[src/sv/rwew_pkg.sv]
package rwew_pkg;

  // field widths
  localparam int unsigned KIND_W   = 2;
  localparam int unsigned BYTE_W   = 8;
  localparam int unsigned FLAG_W   = 16;
  localparam int unsigned SLOT_W   = 4;
  localparam int unsigned CFG_IDX_W = 3;
  localparam int unsigned NUM_CFG  = 8;

  // parameter defaults
  localparam int unsigned WATCH_SLOTS_DEF      = 15;
  localparam int unsigned INIT_FLAG_BIT_DEF    = 15;
  localparam int unsigned DEFAULT_DEV_ADDR_DEF = 32;

  // item kinds
  localparam logic [KIND_W-1:0] KIND_WRITE = 2'd0;
  localparam logic [KIND_W-1:0] KIND_ADD   = 2'd1;
  localparam logic [KIND_W-1:0] KIND_CLEAR = 2'd2;

  // configuration register indexes
  localparam logic [CFG_IDX_W-1:0] CFG_CMD_IDX   = 3'd0;
  localparam logic [CFG_IDX_W-1:0] CFG_ADDR_IDX  = 3'd1;
  localparam logic [CFG_IDX_W-1:0] CFG_RST_IDX   = 3'd2;
  localparam logic [CFG_IDX_W-1:0] CFG_RST_CODE  = 3'd3;
  localparam logic [CFG_IDX_W-1:0] CFG_ERS_CODE  = 3'd4;
  localparam logic [CFG_IDX_W-1:0] CFG_INIT_CODE = 3'd5;
  localparam logic [CFG_IDX_W-1:0] CFG_ADDR_MIN  = 3'd6;
  localparam logic [CFG_IDX_W-1:0] CFG_ADDR_MAX  = 3'd7;

  function automatic logic [BYTE_W-1:0] cfg_reset_val(input logic [CFG_IDX_W-1:0] idx);
    logic [BYTE_W-1:0] v;
    case (idx)
      CFG_CMD_IDX:   v = 8'd78;
      CFG_ADDR_IDX:  v = 8'd77;
      CFG_RST_IDX:   v = 8'd88;
      CFG_RST_CODE:  v = 8'd202;
      CFG_ERS_CODE:  v = 8'd69;
      CFG_INIT_CODE: v = 8'd73;
      CFG_ADDR_MIN:  v = 8'd8;
      CFG_ADDR_MAX:  v = 8'd119;
      default:       v = 8'd0;
    endcase
    return v;
  endfunction

  // watch table request and response
  typedef struct packed {
    logic              start;
    logic              add;
    logic [BYTE_W-1:0] key;
  } scan_req_t;

  typedef struct packed {
    logic              done;
    logic              hit;
    logic [SLOT_W-1:0] slot;
  } scan_rsp_t;

endpackage

[src/sv/rwew_watch.sv]
module rwew_watch
  import rwew_pkg::*;
#(
  parameter int unsigned WATCH_SLOTS = WATCH_SLOTS_DEF
) (
  input  logic      clk,
  input  logic      rst_n,
  input  scan_req_t req,
  output scan_rsp_t rsp
);

  localparam int unsigned IDX_W = (WATCH_SLOTS > 1) ? $clog2(WATCH_SLOTS) : 1;
  localparam logic [IDX_W-1:0] LAST_IDX = IDX_W'(WATCH_SLOTS - 1);

  logic [BYTE_W-1:0] table_r [WATCH_SLOTS];
  logic              busy_r, busy_nxt;
  logic              add_r, add_nxt;
  logic [BYTE_W-1:0] key_r, key_nxt;
  logic [IDX_W-1:0]  cnt_r, cnt_nxt;
  logic [BYTE_W-1:0] entry;
  logic              free;
  logic              match;
  logic              wr_en;

  assign entry = table_r[cnt_r];
  assign free  = (entry == '0);
  assign match = (entry == key_r);

  always_comb begin
    busy_nxt = busy_r;
    add_nxt  = add_r;
    key_nxt  = key_r;
    cnt_nxt  = cnt_r;
    wr_en    = 1'b0;
    rsp      = '0;
    rsp.slot = SLOT_W'(cnt_r);
    if (!busy_r) begin
      if (req.start) begin
        busy_nxt = 1'b1;
        add_nxt  = req.add;
        key_nxt  = req.key;
        cnt_nxt  = '0;
      end
    end else begin
      // walk stops at the first free slot, at a match on a lookup, or at the end
      if (free) begin
        wr_en    = add_r;
        rsp.done = 1'b1;
        busy_nxt = 1'b0;
      end else if (!add_r && match) begin
        rsp.hit  = 1'b1;
        rsp.done = 1'b1;
        busy_nxt = 1'b0;
      end else if (cnt_r == LAST_IDX) begin
        rsp.done = 1'b1;
        busy_nxt = 1'b0;
      end else begin
        cnt_nxt = cnt_r + 1'b1;
      end
    end
  end

  always_ff @(posedge clk) begin
    if (!rst_n) begin
      busy_r <= 1'b0;
      add_r  <= 1'b0;
      key_r  <= '0;
      cnt_r  <= '0;
      for (int i = 0; i < WATCH_SLOTS; i++) begin
        table_r[i] <= '0;
      end
    end else begin
      busy_r <= busy_nxt;
      add_r  <= add_nxt;
      key_r  <= key_nxt;
      cnt_r  <= cnt_nxt;
      if (wr_en) begin
        table_r[cnt_r] <= key_r;
      end
    end
  end

endmodule

[src/sv/register_write_event_watcher.sv]
// register write event watcher
//
// input channel (in_valid / in_stall): one item per finished register write,
// carrying kind, register index and the byte written. kind write decodes
// command, address and reset registers, or looks the index up in the watch
// table; kind add stores a register in the first free watch slot; kind clear
// returns the flag word and zeroes it. one result item comes out per item.
// in_stall is high whenever an item is in flight: one item at a time.
// sequence: the accepted item is latched, decoded in the execute state, and
// its result loaded into the result register, raising out_valid, for command,
// address, reset, clear and no-op items; a table walk first passes through
// the scan state, the single slot comparator stepping one slot per cycle.
// after the result is taken the block returns to idle before the next item
// is accepted. out_valid holds with a steady payload while out_stall is high;
// soft reset and flash erase hold until the next item executes and change no
// state here. config port (cfg_valid / cfg_ready / cfg_index / cfg_data) is
// always ready; the user must see that it is written only while idle, the
// block does not enforce this. synchronous reset clears the watch table and
// flags, loads the default slave address and the register defaults.
module register_write_event_watcher
  import rwew_pkg::*;
#(
  parameter int unsigned WATCH_SLOTS      = WATCH_SLOTS_DEF,
  parameter int unsigned INIT_FLAG_BIT    = INIT_FLAG_BIT_DEF,
  parameter int unsigned DEFAULT_DEV_ADDR = DEFAULT_DEV_ADDR_DEF
) (
  input  logic                 clk,
  input  logic                 rst_n,
  // item input
  input  logic                 in_valid,
  output logic                 in_stall,
  input  logic [KIND_W-1:0]    in_kind,
  input  logic [BYTE_W-1:0]    in_reg_index,
  input  logic [BYTE_W-1:0]    in_written_value,
  // result output
  output logic                 out_valid,
  input  logic                 out_stall,
  output logic [FLAG_W-1:0]    out_flag_word,
  output logic [BYTE_W-1:0]    out_dev_addr,
  output logic                 out_soft_reset,
  output logic                 out_flash_erase,
  // configuration writes
  input  logic                 cfg_valid,
  output logic                 cfg_ready,
  input  logic [CFG_IDX_W-1:0] cfg_index,
  input  logic [BYTE_W-1:0]    cfg_data
);

  // sequencer states
  localparam logic [1:0] ST_IDLE = 2'd0;
  localparam logic [1:0] ST_EXEC = 2'd1;
  localparam logic [1:0] ST_SCAN = 2'd2;
  localparam logic [1:0] ST_OUT  = 2'd3;

  localparam logic [FLAG_W-1:0] INIT_MASK = FLAG_W'(1) << INIT_FLAG_BIT;

  logic [1:0]        state_r, state_nxt;
  logic [BYTE_W-1:0] cfg_r [NUM_CFG];

  // latched item
  logic [KIND_W-1:0] kind_r, kind_nxt;
  logic [BYTE_W-1:0] reg_r, reg_nxt;
  logic [BYTE_W-1:0] val_r, val_nxt;

  // block state
  logic [FLAG_W-1:0] flags_r, flags_nxt;
  logic [BYTE_W-1:0] addr_r, addr_nxt;

  // result register
  logic [FLAG_W-1:0] out_flags_r, out_flags_nxt;
  logic [BYTE_W-1:0] out_addr_r, out_addr_nxt;
  logic              out_rst_r, out_rst_nxt;
  logic              out_ers_r, out_ers_nxt;

  scan_req_t scan_req;
  scan_rsp_t scan_rsp;

  rwew_watch #(
    .WATCH_SLOTS(WATCH_SLOTS)
  ) u_watch (
    .clk  (clk),
    .rst_n(rst_n),
    .req  (scan_req),
    .rsp  (scan_rsp)
  );

  assign in_stall        = (state_r != ST_IDLE);
  assign out_valid       = (state_r == ST_OUT);
  assign cfg_ready       = 1'b1;
  assign out_flag_word   = out_flags_r;
  assign out_dev_addr    = out_addr_r;
  assign out_soft_reset  = out_rst_r;
  assign out_flash_erase = out_ers_r;

  always_comb begin
    state_nxt     = state_r;
    kind_nxt      = kind_r;
    reg_nxt       = reg_r;
    val_nxt       = val_r;
    flags_nxt     = flags_r;
    addr_nxt      = addr_r;
    out_flags_nxt = out_flags_r;
    out_addr_nxt  = out_addr_r;
    out_rst_nxt   = out_rst_r;
    out_ers_nxt   = out_ers_r;
    scan_req      = '0;
    scan_req.key  = reg_r;
    scan_req.add  = (kind_r == KIND_ADD);

    case (state_r)
      ST_IDLE: begin
        if (in_valid) begin
          kind_nxt  = in_kind;
          reg_nxt   = in_reg_index;
          val_nxt   = in_written_value;
          state_nxt = ST_EXEC;
        end
      end
      ST_EXEC: begin
        out_rst_nxt = 1'b0;
        out_ers_nxt = 1'b0;
        state_nxt   = ST_OUT;
        case (kind_r)
          KIND_WRITE: begin
            // command register wins over address register, then reset register
            if (reg_r == cfg_r[CFG_CMD_IDX]) begin
              if (val_r == cfg_r[CFG_RST_CODE]) begin
                out_rst_nxt = 1'b1;
              end else if (val_r == cfg_r[CFG_ERS_CODE]) begin
                out_ers_nxt = 1'b1;
              end else if (val_r == cfg_r[CFG_INIT_CODE]) begin
                flags_nxt = flags_r | INIT_MASK;
              end
            end else if (reg_r == cfg_r[CFG_ADDR_IDX]) begin
              if (val_r >= cfg_r[CFG_ADDR_MIN] && val_r <= cfg_r[CFG_ADDR_MAX]) begin
                addr_nxt = val_r;
              end
            end else if (reg_r == cfg_r[CFG_RST_IDX]) begin
              out_rst_nxt = 1'b1;
            end else begin
              scan_req.start = 1'b1;
              state_nxt      = ST_SCAN;
            end
          end
          KIND_ADD: begin
            scan_req.start = 1'b1;
            state_nxt      = ST_SCAN;
          end
          KIND_CLEAR: begin
            flags_nxt = '0;
          end
          default: begin
          end
        endcase
      end
      ST_SCAN: begin
        if (scan_rsp.done) begin
          if (scan_rsp.hit) begin
            flags_nxt = flags_r | (FLAG_W'(1) << scan_rsp.slot);
          end
          state_nxt = ST_OUT;
        end
      end
      ST_OUT: begin
        if (!out_stall) begin
          state_nxt = ST_IDLE;
        end
      end
      default: begin
        state_nxt = ST_IDLE;
      end
    endcase

    // load the result as the item finishes; clear reports the old flags
    if (state_nxt == ST_OUT && state_r != ST_OUT) begin
      out_flags_nxt = (kind_r == KIND_CLEAR) ? flags_r : flags_nxt;
      out_addr_nxt  = addr_nxt;
    end
  end

  always_ff @(posedge clk) begin
    if (!rst_n) begin
      state_r     <= ST_IDLE;
      kind_r      <= KIND_WRITE;
      reg_r       <= '0;
      val_r       <= '0;
      flags_r     <= '0;
      addr_r      <= BYTE_W'(DEFAULT_DEV_ADDR);
      out_flags_r <= '0;
      out_addr_r  <= '0;
      out_rst_r   <= 1'b0;
      out_ers_r   <= 1'b0;
      for (int i = 0; i < NUM_CFG; i++) begin
        cfg_r[i] <= cfg_reset_val(CFG_IDX_W'(i));
      end
    end else begin
      state_r     <= state_nxt;
      kind_r      <= kind_nxt;
      reg_r       <= reg_nxt;
      val_r       <= val_nxt;
      flags_r     <= flags_nxt;
      addr_r      <= addr_nxt;
      out_flags_r <= out_flags_nxt;
      out_addr_r  <= out_addr_nxt;
      out_rst_r   <= out_rst_nxt;
      out_ers_r   <= out_ers_nxt;
      if (cfg_valid) begin
        cfg_r[cfg_index] <= cfg_data;
      end
    end
  end

endmodule
[config.mk]
export PLATFORM = sky130hd
export DESIGN_NAME = register_write_event_watcher
export DESIGN_NICKNAME = d
export VERILOG_FILES = /design/src/sv/rwew_pkg.sv /design/src/sv/rwew_watch.sv /design/src/sv/register_write_event_watcher.sv
export SDC_FILE = /design/constraint.sdc
export NUM_CORES = 1
export LEC_CHECK = 0
export BUFFER_PORTS_ARGS = -buffer_cell sky130_fd_sc_hd__buf_2
export CAP_MARGIN = 15
export CORE_MARGIN = 2
export CORE_UTILIZATION = 60
export CTS_CLUSTER_SIZE = 28
export DETAILED_ROUTE_END_ITERATION = 12
export PLACE_DENSITY = 0.76
export SLEW_MARGIN = 25
export SYNTH_ARGS = -nofsm -noshare
export SYNTH_HDL_FRONTEND = slang
export SYNTH_SLANG_ARGS = --single-unit
[constraint.sdc]
create_clock -name clk -period 4.4 [get_ports clk]
set_clock_uncertainty 0.1 [all_clocks]
set_input_delay 0.66 -clock clk [delete_from_list [all_inputs] [get_ports clk]]
set_output_delay 0.66 -clock clk [all_outputs]
set_load 0.05 [all_outputs]
==> key figures, run 1 <==
Global route
  • Global-route wire length before repair: 49020 µm
  • GRT Residual Overflow: 0
  • Largest net degree at the start of global routing: 77
  • Initial antenna violation count: 0
  • Vias in the first global route: ~8.5k
  • GRT Resource Usage Total: 27.18%

Synth
  • Area contributors post-synth: edfxtp_1 44%, dfxtp_1 13%, mux4_2 4.1%
  • Post-synth top area cell: edfxtp_1
  • Top FF cell, synth: edfxtp_1
  • Seq cells post-synth: 280
  • Synth warn: 0
  • Commonest cells post-synth: 192 x edfxtp_1, 128 x nor2_1, 119 x nand2_1
  • Post-synthesis sequential area ratio: between 50% and 60%
  • Most frequent cell after synthesis: edfxtp_1
  • Post-synthesis cell count: 1134
  • Post-synth cell types: 66
  • Synthesized area: 13130 µm²
  • Number of synthesized flops with an enable pin: 192
  • Synth Net Count: 1195
  • Avg Synthesized Cell Area: 11.58 µm²
  • Async SR Flop Fraction: 0%
  • Fraction of synthesized cell area taken by the top area cell type: 43.91%

Cells and area
  • Layout Nets: 1233
  • Final core utilization: just under 70%
  • Antenna diodes: 0
  • Share of layout cells above drive strength 1: 15.83%
  • Area grow syn2layout: 11.79%

Setup path
  • Worst Path Max Fanout: 26
  • CP Cell Sequence: buf_12, mux4_1, mux2i_1, xor2_1, o221ai_1, or4_1, o21ai_2, o311a_2, buf_12, o21ai_0, a31oi_1
  • Reg-to-reg slack, setup: 0.55 ns
  • Crit-path most repeated cell: buf_12
  • R2R depth: 11
  • Crit-path slowest cell: mux4_1
  • Critical path required time: 4.77 ns
  • Critical path type: reg2reg
  • CP endpoint: out_flag_word[12]
  • Critical Path Source Type: flop
  • Max incr delay on CP: 0.57 ns
  • R2R Path End: out_flag_word[12]
  • CP arrival: 4.22 ns
  • CP endpoint kind: flop

Place
  • Pre-CTS setup slack: 0.6145 ns
  • Gp weighted congestion: between 0.9 and 1
  • DP HPWL: 21500 µm
  • # port buffers: between 60 and 70

Timing
  • # setup viols final: 0
  • Final setup margin: ~0.55 ns
  • Max Clk Rate: 259.6 MHz
  • Final hold violations: 0
  • Tmin final: 3.853 ns
  • Actual slew at the worst max-slew pin: 1.009 ns
  • Final slew viol count: 0
  • Normalized max-slew margin: about a third
  • Final Cycle Share: 87.56%
  • RSZ-0062 raised after global routing: false
  • Final TNS setup: 0 ns

Clocking
  • Post-CTS setup buffer count: 0
  • Post-CTS resize count: 0
  • Hold_buf cts: 0
  • Clk_lat worst skew: between 0.5 and 0.6 ns
  • Total clock sinks: 280
  • TritonCTS Buffers: 28
  • CTS root buf: clkbuf_16
  • Clk slew on worst S/H paths: 0.07 ns
  • Htree depth: 1
  • TritonCTS clock tree: done
  • Bufs on Longest Clock Path: 3

Die
  • Initial Util: 60.73%
  • Core Footprint: roughly 22000 µm²
  • # rows: 54
  • Io pins: 63
  • Die Y: 151.9 µm
  • Die W: about 150 µm
  • Die area: 23080 µm²

Status
  • Outcome: complete, no violations

Pwr
  • Pwr Total: 6.988 mW
  • Leak: 5.355 nW
  • PD cells: 476.1 nW/µm²
  • Worst VDD drop: 293.8 µV

Flow run
  • Max_cap viols: 0

Drt
  • DR DRC count: 0
  • Starting DRC count in detailed routing: ~1.0k
  • DRT Wirelength: 31700 µm
  • Drt pass-1 iters: 5
  • Antenna viol nets, final: 0
  • Number of vias per cell: between 6 and 7
  • Via Count: between 8k and 9k
  • WL/cell: 21.50 µm

Min path
  • Worst hold path class: in2reg
sequential cells by signal, summed over array words and instances (netlist names), 4 cells and up, named ones only:
register and cells:
val_r 8, flags_r 16, addr_r 8, u_watch.cnt_r 4, out_dev_addr 8, cfg_r 64
u_watch.key_r 8, u_watch.table_r 128, out_flag_word 16, reg_r 8
worst max-delay path, delay by kind of cell (launching register included):
family	cells	cell delay (ns)
simple gates	1	0.56
flops	1	0.44
mux	2	0.85
buf+inv	2	0.46
compound gates	5	1.15
xor+xnor	1	0.20
layout by cell type (no fill, tap or decap), types with 14 or more instances in the layout:
cell type	instances
mux4_2	24
ha_1	27
or3_1	24
xor2_1	42
buf_4	27
and2_1	72
xnor2_1	18
o21ai_1	14
nand2_1	119
nand2b_1	27
mux2i_1	27
edfxtp_1	192
o21ai_0	41
inv_1	29
dfxtp_1	88
a21boi_0	20
clkbuf_16	29
nor2_1	128
nor2b_1	20
buf_2	61
metrics by stage:
stage | instances | hold WS, ns | cell area (µm²)
after CTS | 1474 | 0.2556 | 14680
after global routing | 1474 | 0.2666 | 14680
final | 1474 | 0.2660 | 14680
after floorplan | 1134 | 0.3029 | 13130
after global placement | 1422 | 0.3379 | 13640
after detailed placement | 1422 | 0.3500 | 13640
power by group:
group / switching [mW] / total, mW / internal [mW]
clock: 1.01 / 2.65 / 1.64
sequential: 0.173 / 3.14 / 2.97
combinational: 0.776 / 1.20 / 0.422
total: 1.96 / 6.99 / 5.03
cell families (layout without fill, tap and decap cells):
| family | count (synthesis) | count (layout) | share of synthesized area (%) |
|---|---|---|---|
| buffers and inverters | 112 | 172 | 3.964 |
| XOR/XNOR | 60 | 60 | 4.002 |
| flip-flops | 280 | 280 | 57.33 |
| multiplexers | 68 | 68 | 8.681 |
| other | 1 | 1 | 0.02856 |
| AO/OA/AOI/OAI | 137 | 137 | 6.699 |
| adder cells (fa/ha/maj) | 27 | 27 | 2.573 |
| AND/OR/NAND/NOR | 449 | 449 | 16.72 |
layout make-up:
cell class	count	area, µm²
Sequential cell	280	7527
Fill cell	1536	6943
Multi-Input combinational cell	742	5090
Clock buffer	39	808.3
Timing Repair Buffer	91	568.0
Tap cell	280	350.3
Clock inverter	13	225.2
Inverter	29	108.9
metal layers:
layer  part of all wire (%)  vias up  track usage (%)
li1                       -     4068                -
met1                     41     4333            39.93
met2                     47      438            42.94
met3                    9.5       57            3.822
met4                    2.2        0            7.655
met5                      0        -                0
worst min path at each step:
stage,from,endpoint,slack [ns],cells past startpoint
after floorplan,u_watch.key_r[0],u_watch.table_r[15][0],0.30,0
after global placement,flags_r[3],flags_r[3],0.34,2
after detailed placement,flags_r[3],flags_r[3],0.35,2
after CTS,in_written_value[7],val_r[7],0.26,3
after global routing,in_written_value[6],val_r[6],0.27,3
final,in_written_value[7],val_r[7],0.27,3
(Power assumes the default switching activity.)
==> run 2: changes to the inputs <==
--- a/config.mk
+++ b/config.mk
@@ -7,11 +7,13 @@
 export LEC_CHECK = 0
 export BUFFER_PORTS_ARGS = -buffer_cell sky130_fd_sc_hd__buf_2
 export CAP_MARGIN = 15
+export CELL_PAD_IN_SITES_DETAIL_PLACEMENT = 1
+export CELL_PAD_IN_SITES_GLOBAL_PLACEMENT = 1
 export CORE_MARGIN = 2
-export CORE_UTILIZATION = 60
+export CORE_UTILIZATION = 50
 export CTS_CLUSTER_SIZE = 28
 export DETAILED_ROUTE_END_ITERATION = 12
-export PLACE_DENSITY = 0.76
+export PLACE_DENSITY = 0.78
 export SLEW_MARGIN = 25
 export SYNTH_ARGS = -nofsm -noshare
 export SYNTH_HDL_FRONTEND = slang
==> run 2 against run 1 <==
Utilization decreased by 11 points. Critical endpoint is now u_watch.table_r[12][4]. Combinational power hardly changed. Global-route usage is 1.1 points lower. Critical path depth down 2. Hold slack worse by 0.0040 ns. Largest cell class unchanged. Die area grew 19%. Clock power fell by 7%. Design area about the same. Critical path type unchanged. Via count increased by 1.2%. Cell count rose by 4.1%. Maximum frequency is 5.5% lower.
==> key figures, run 2 (same netlist as run 1, synthesis figures left out) <==
Die
  • # rows: 59
  • Io pins: 63
  • Die W: roughly 170 µm
  • Initial Util: between 50% and 60%
  • Core Footprint: 25910 µm²
  • Die area: ~28000 µm²
  • Die Y: 166.1 µm

Clocking
  • TritonCTS clock tree: done
  • TritonCTS Buffers: 29
  • Clk slew on worst S/H paths: roughly 0.06 ns
  • Post-CTS resize count: 0
  • Hold_buf cts: 0
  • Htree depth: 1
  • CTS root buf: clkbuf_16
  • Clk_lat worst skew: 0.56 ns
  • Bufs on Longest Clock Path: 3
  • Total clock sinks: 280
  • Post-CTS setup buffer count: 0

Global route
  • Initial antenna violation count: 1
  • GRT Residual Overflow: 0
  • Vias in the first global route: between 9k and 10k
  • Global-route wire length before repair: 55460 µm
  • GRT Resource Usage Total: 26.06%
  • Largest net degree at the start of global routing: 80

Timing
  • Final Cycle Share: 92.61%
  • Max Clk Rate: 245.4 MHz
  • RSZ-0062 raised after global routing: false
  • # setup viols final: 0
  • Final slew viol count: 0
  • Tmin final: 4.075 ns
  • Final TNS setup: 0 ns
  • Actual slew at the worst max-slew pin: 0.9380 ns
  • Normalized max-slew margin: between 30% and 40%
  • Final hold violations: 0

Status
  • Outcome: complete, no violations

Setup path
  • Critical path required time: 4.57 ns
  • Critical path type: reg2reg
  • Crit-path most repeated cell: buf_4
  • Critical Path Source Type: flop
  • Max incr delay on CP: 0.60 ns
  • Crit-path slowest cell: o21ai_0
  • CP arrival: approximately 4.2 ns
  • CP endpoint kind: flop
  • CP Cell Sequence: buf_4, mux4_1, mux2_2, nand4bb_1, mux2i_1, nand3_1, or2_2, o21ai_0, buf_4
  • Worst Path Max Fanout: 15

Drt
  • Via Count: 9004
  • Drt pass-1 iters: 5
  • Starting DRC count in detailed routing: 635
  • Antenna viol nets, final: 0
  • DRT Wirelength: 35930 µm
  • DR DRC count: 0
  • WL/cell: 23.42 µm
  • Number of vias per cell: 5.870

Pwr
  • Seq pwr share: 45.9%
  • Combinational share of power: 18.0%
  • PD cells: about 470 nW/µm²
  • Worst VDD drop: slightly above 300 µV
  • Pint: between 4 and 5 mW
  • Leak: roughly 5.3 nW
  • Clk pwr share: 36.1%
  • Net Sw Frac: 29.35%
  • Net switching power: 2.011 mW

Cells and area
  • Antenna diodes: 0
  • Largest register FFs: 128
  • Most frequent cells in the layout: 192 x edfxtp_1, 128 x nor2_1, 119 x nand2_1
  • Share of layout cells above drive strength 1: around 16%
  • Reg with most FFs: u_watch.table_r
  • Top flop regs: u_watch.table_r (128), cfg_r (64)
  • Area grow syn2layout: 11.73%
  • Final core utilization: a little under three fifths
  • Commonest non-fill, non-tap cell in the layout: edfxtp_1
  • Filler Cells Inserted: approximately 2.7k
  • Layout Nets: 1238

Place
  • # port buffers: between 60 and 70
  • Gp weighted congestion: 0.9599
  • DP HPWL: 24930 µm

Flow run
  • Max_cap viols: 0

Min path
  • Worst hold path class: in2reg
-- run 2: changes by cell type in the layout (fill, tap and decap cells not counted), sizes merged --
| cell | change |
|---|---|
| clkinv | +7 |
| clkbuf | -5 |
| buf | +4 |
| bufinv | -2 |
| clkinvlp | +2 |
| inv | -1 |
-- run 2: through the flow --
step	power, mW	worst slack [ns]	instance area (µm²)	hold slack [ns]	std cells
2_1_floorplan	4.047	0.8097	13130	0.3029	1134
3_3_place_gp	4.371	0.6256	13720	0.3392	1481
4_1_cts	6.881	0.3593	14660	0.2496	1534
6_report	6.851	0.3250	14670	0.2620	1534
5_1_grt	7.117	0.1363	14670	0.2688	1534
3_5_place_dp	4.414	0.4063	13720	0.3525	1481
-- run 2: critical path: cells and delay by family, from the launching register on --
kind	cells	cell delay, ns
AO/OA/AOI/OAI	1	0.60
buffers and inverters	2	0.54
flip-flops	1	0.55
multiplexers	3	1.15
AND/OR/NAND/NOR	3	0.84
-- run 2: path summary, 6_finish.rpt --
check	slack (ns)	from	depth (start not counted)	endpoint
setup / recovery	0.32	flop	9	u_watch.table_r[12][4]
hold / removal	0.26	in_written_value[6]	3	val_r[6]
setup reg to reg	0.32	flop	9	u_watch.table_r[12][4]
hold reg to reg	0.36	flags_r[3]	2	flags_r[3]
-- run 2: power groups by stage --
stage               combinational [mW]  clock [mW]  sequential [mW]
floorplan                        0.844           0             3.20
global placement                  1.18           0             3.19
detailed placement                1.21           0             3.20
CTS                               1.23        2.50             3.15
global route                      1.35        2.60             3.16
finish                            1.23        2.47             3.15
-- run 2: final cells by class --
| type | count | area, µm² | area share, % |
|---|---|---|---|
| Sequential cell | 280 | 7527 | 51.31 |
| Inverter | 29 | 108.9 | 0.7420 |
| Multi-Input combinational cell | 742 | 5096 | 34.74 |
| Tap cell | 335 | 419.2 | 2.857 |
| Clock inverter | 19 | 198.9 | 1.356 |
| Clock buffer | 34 | 744.5 | 5.075 |
| Timing Repair Buffer | 95 | 575.6 | 3.923 |
-- run 2: metal layers --
layer	up-vias	track usage [%]	share of wire (%)
met5	-	0	0
met4	0	7.826	2.9
met3	82	4.099	5.5
met2	273	44.06	49
met1	4564	34.89	42
li1	4085	-	-
==> run 3: changes to the inputs <==
==> constraint.sdc (replaced) <==
create_clock -name clk -period 4.4 [get_ports clk]
set_clock_uncertainty 0.1 [all_clocks]
set_input_delay 0.22 -clock clk [delete_from_list [all_inputs] [get_ports clk]]
set_output_delay 0.22 -clock clk [all_outputs]
set_load 0.05 [all_outputs]
==> run 3 against run 2 <==
Utilization grew 0.89 points. Sequential share of layout area fell by 0.80 points. Total power increased by 1.3%. Setup slack worse by 0.021 ns. Sequential power about the same. Non-clock buffer count grew 18. Combinational power about the same. Cell count increased by 1.4%. Highest routed layer unchanged.
==> key figures, run 3 (same netlist as run 1, synthesis figures left out) <==
Pwr
  • Leak: roughly 5.4 nW
  • PD cells: 465.7 nW/µm²
  • Worst VDD drop: roughly 290 µV
  • Pwr Total: 6.940 mW

Cells and area
  • Final core utilization: 57.51%
  • Reg with most FFs: u_watch.table_r
  • Top flop regs: u_watch.table_r (128), cfg_r (64)
  • Filler Cells Inserted: 2661
  • Area grow syn2layout: 13.49%
  • Layout Nets: roughly 1.3k
  • Commonest non-fill, non-tap cell in the layout: edfxtp_1
  • Antenna diodes: 0
  • Share of layout cells above drive strength 1: between 15 and 20%
  • FF+latch area: about 7500 µm²
  • Area taken by multi-input logic gates: slightly above 5000 µm²
  • Most frequent cells in the layout: 192 x edfxtp_1, 128 x nor2_1, 119 x nand2_1
  • Post-route design area: 14900 µm²
  • Largest register FFs: roughly 130
  • Finished Layout Cells: approximately 1.6k

Drt
  • WL/cell: 23.71 µm
  • Antenna viol nets, final: 0
  • Number of vias per cell: a little under 6
  • DR DRC count: 0
  • Starting DRC count in detailed routing: 624
  • DRT Wirelength: 36870 µm
  • Drt pass-1 iters: 4
  • Via Count: 9019

Timing
  • Actual slew at the worst max-slew pin: 0.8913 ns
  • Final slew viol count: 0
  • Normalized max-slew margin: around two fifths
  • Final TNS setup: 0 ns
  • Tmin final: 4.096 ns
  • Final setup margin: 0.3042 ns
  • Final Cycle Share: between 90% and 100%
  • Hold WS: 0.01717 ns
  • # setup viols final: 0
  • Max Clk Rate: approximately 240 MHz
  • RSZ-0062 raised after global routing: false
  • Final hold violations: 0

Die
  • Die W: between 150 and 200 µm
  • Die area: 27570 µm²
  • Die Y: 166.1 µm
  • # rows: 59
  • Initial Util: 50.67%
  • Io pins: 63
  • Core Footprint: 25910 µm²

Min path
  • Worst hold path class: in2reg
  • Hold wc startpoint: rst_n

Global route
  • GRT Residual Overflow: 0
  • GRT Resource Usage Total: 26.63%
  • GR peak layer: met2
  • Global-route wire length before repair: ~57000 µm
  • Met3 usage: under 10%
  • Met2 track demand over resource: 46.22%
  • Initial antenna violation count: 1
  • Largest net degree at the start of global routing: 80
  • GR Util met1: 35.72%
  • Vias in the first global route: 9533

Clocking
  • Total clock sinks: 280
  • Post-CTS setup buffer count: 0
  • Bufs on Longest Clock Path: 3
  • Htree depth: 1
  • TritonCTS clock tree: done
  • Clk_lat worst skew: between 0.5 and 0.6 ns
  • CTS root buf: clkbuf_16
  • Clk slew on worst S/H paths: 0.06 ns
  • TritonCTS Buffers: 30

Flow run
  • Max_cap viols: 0

Place
  • Placed insts: 1480
  • Pre-CTS setup slack: 0.4109 ns
  • DP HPWL: 25000 µm
  • # port buffers: 61
  • Placement Cell Area: 13710 µm²
  • Gp weighted congestion: about 1

Setup path
  • Worst Path Max Fanout: 15
  • CP endpoint kind: flop
  • Critical path type: reg2reg
  • CP arrival: approximately 4.3 ns
  • Critical Path Source Type: flop
  • Critical path required time: between 4 and 5 ns
  • Reg-to-reg slack, setup: 0.30 ns

Status
  • Outcome: complete, no violations
run 3: layout make-up:
| type | count | area share [%] |
|---|---|---|
| flip-flops and latches | 280 | 50.51 |
| multi-input cells | 742 | 34.20 |
| inverters | 29 | 0.7305 |
| repair buffers | 113 | 5.088 |
| clock inverters | 16 | 1.024 |
| well taps | 335 | 2.813 |
| clock buffers | 40 | 5.634 |
run 3: timing repair:
action	4_1_cts	5_1_grt
hold buffers	19	0
resized for setup	0	0
hold endpoints to repair	22	0
run 3: worst paths after layout:
| check | to | depth (start not counted) |
|---|---|---|
| hold reg to reg | flags_r[3] | 2 |
| setup reg to reg | u_watch.table_r[12][2] | 9 |
| hold / removal | val_r[6] | 2 |
| setup / recovery | u_watch.table_r[12][2] | 9 |
run 3: power breakdown:
part	leakage, nW	switching [mW]	internal [mW]
Clock	0.478	1.04	1.51
Sequential	2.65	0.177	2.97
Combinational	2.28	0.811	0.437
run 3: worst max-delay path, cell delays in order (launching register included):
cell	delay [ns]
dfxtp_1	0.55
buf_4	0.28
mux4_1	0.57
mux2_2	0.30
nand4bb_1	0.19
mux2i_1	0.31
nand3_1	0.22
or2_2	0.49
o21ai_0	0.52
buf_4	0.26
run 3: metal layers:
layer | wire length (µm) | vias to the layer above | part of all wire, %
li1 | - | 4107 | -
met1 | 15600 | 4585 | 42
met2 | 18480 | 264 | 50
met3 | 1971 | 63 | 5.3
met4 | 823 | 0 | 2.2
met5 | 0 | - | 0
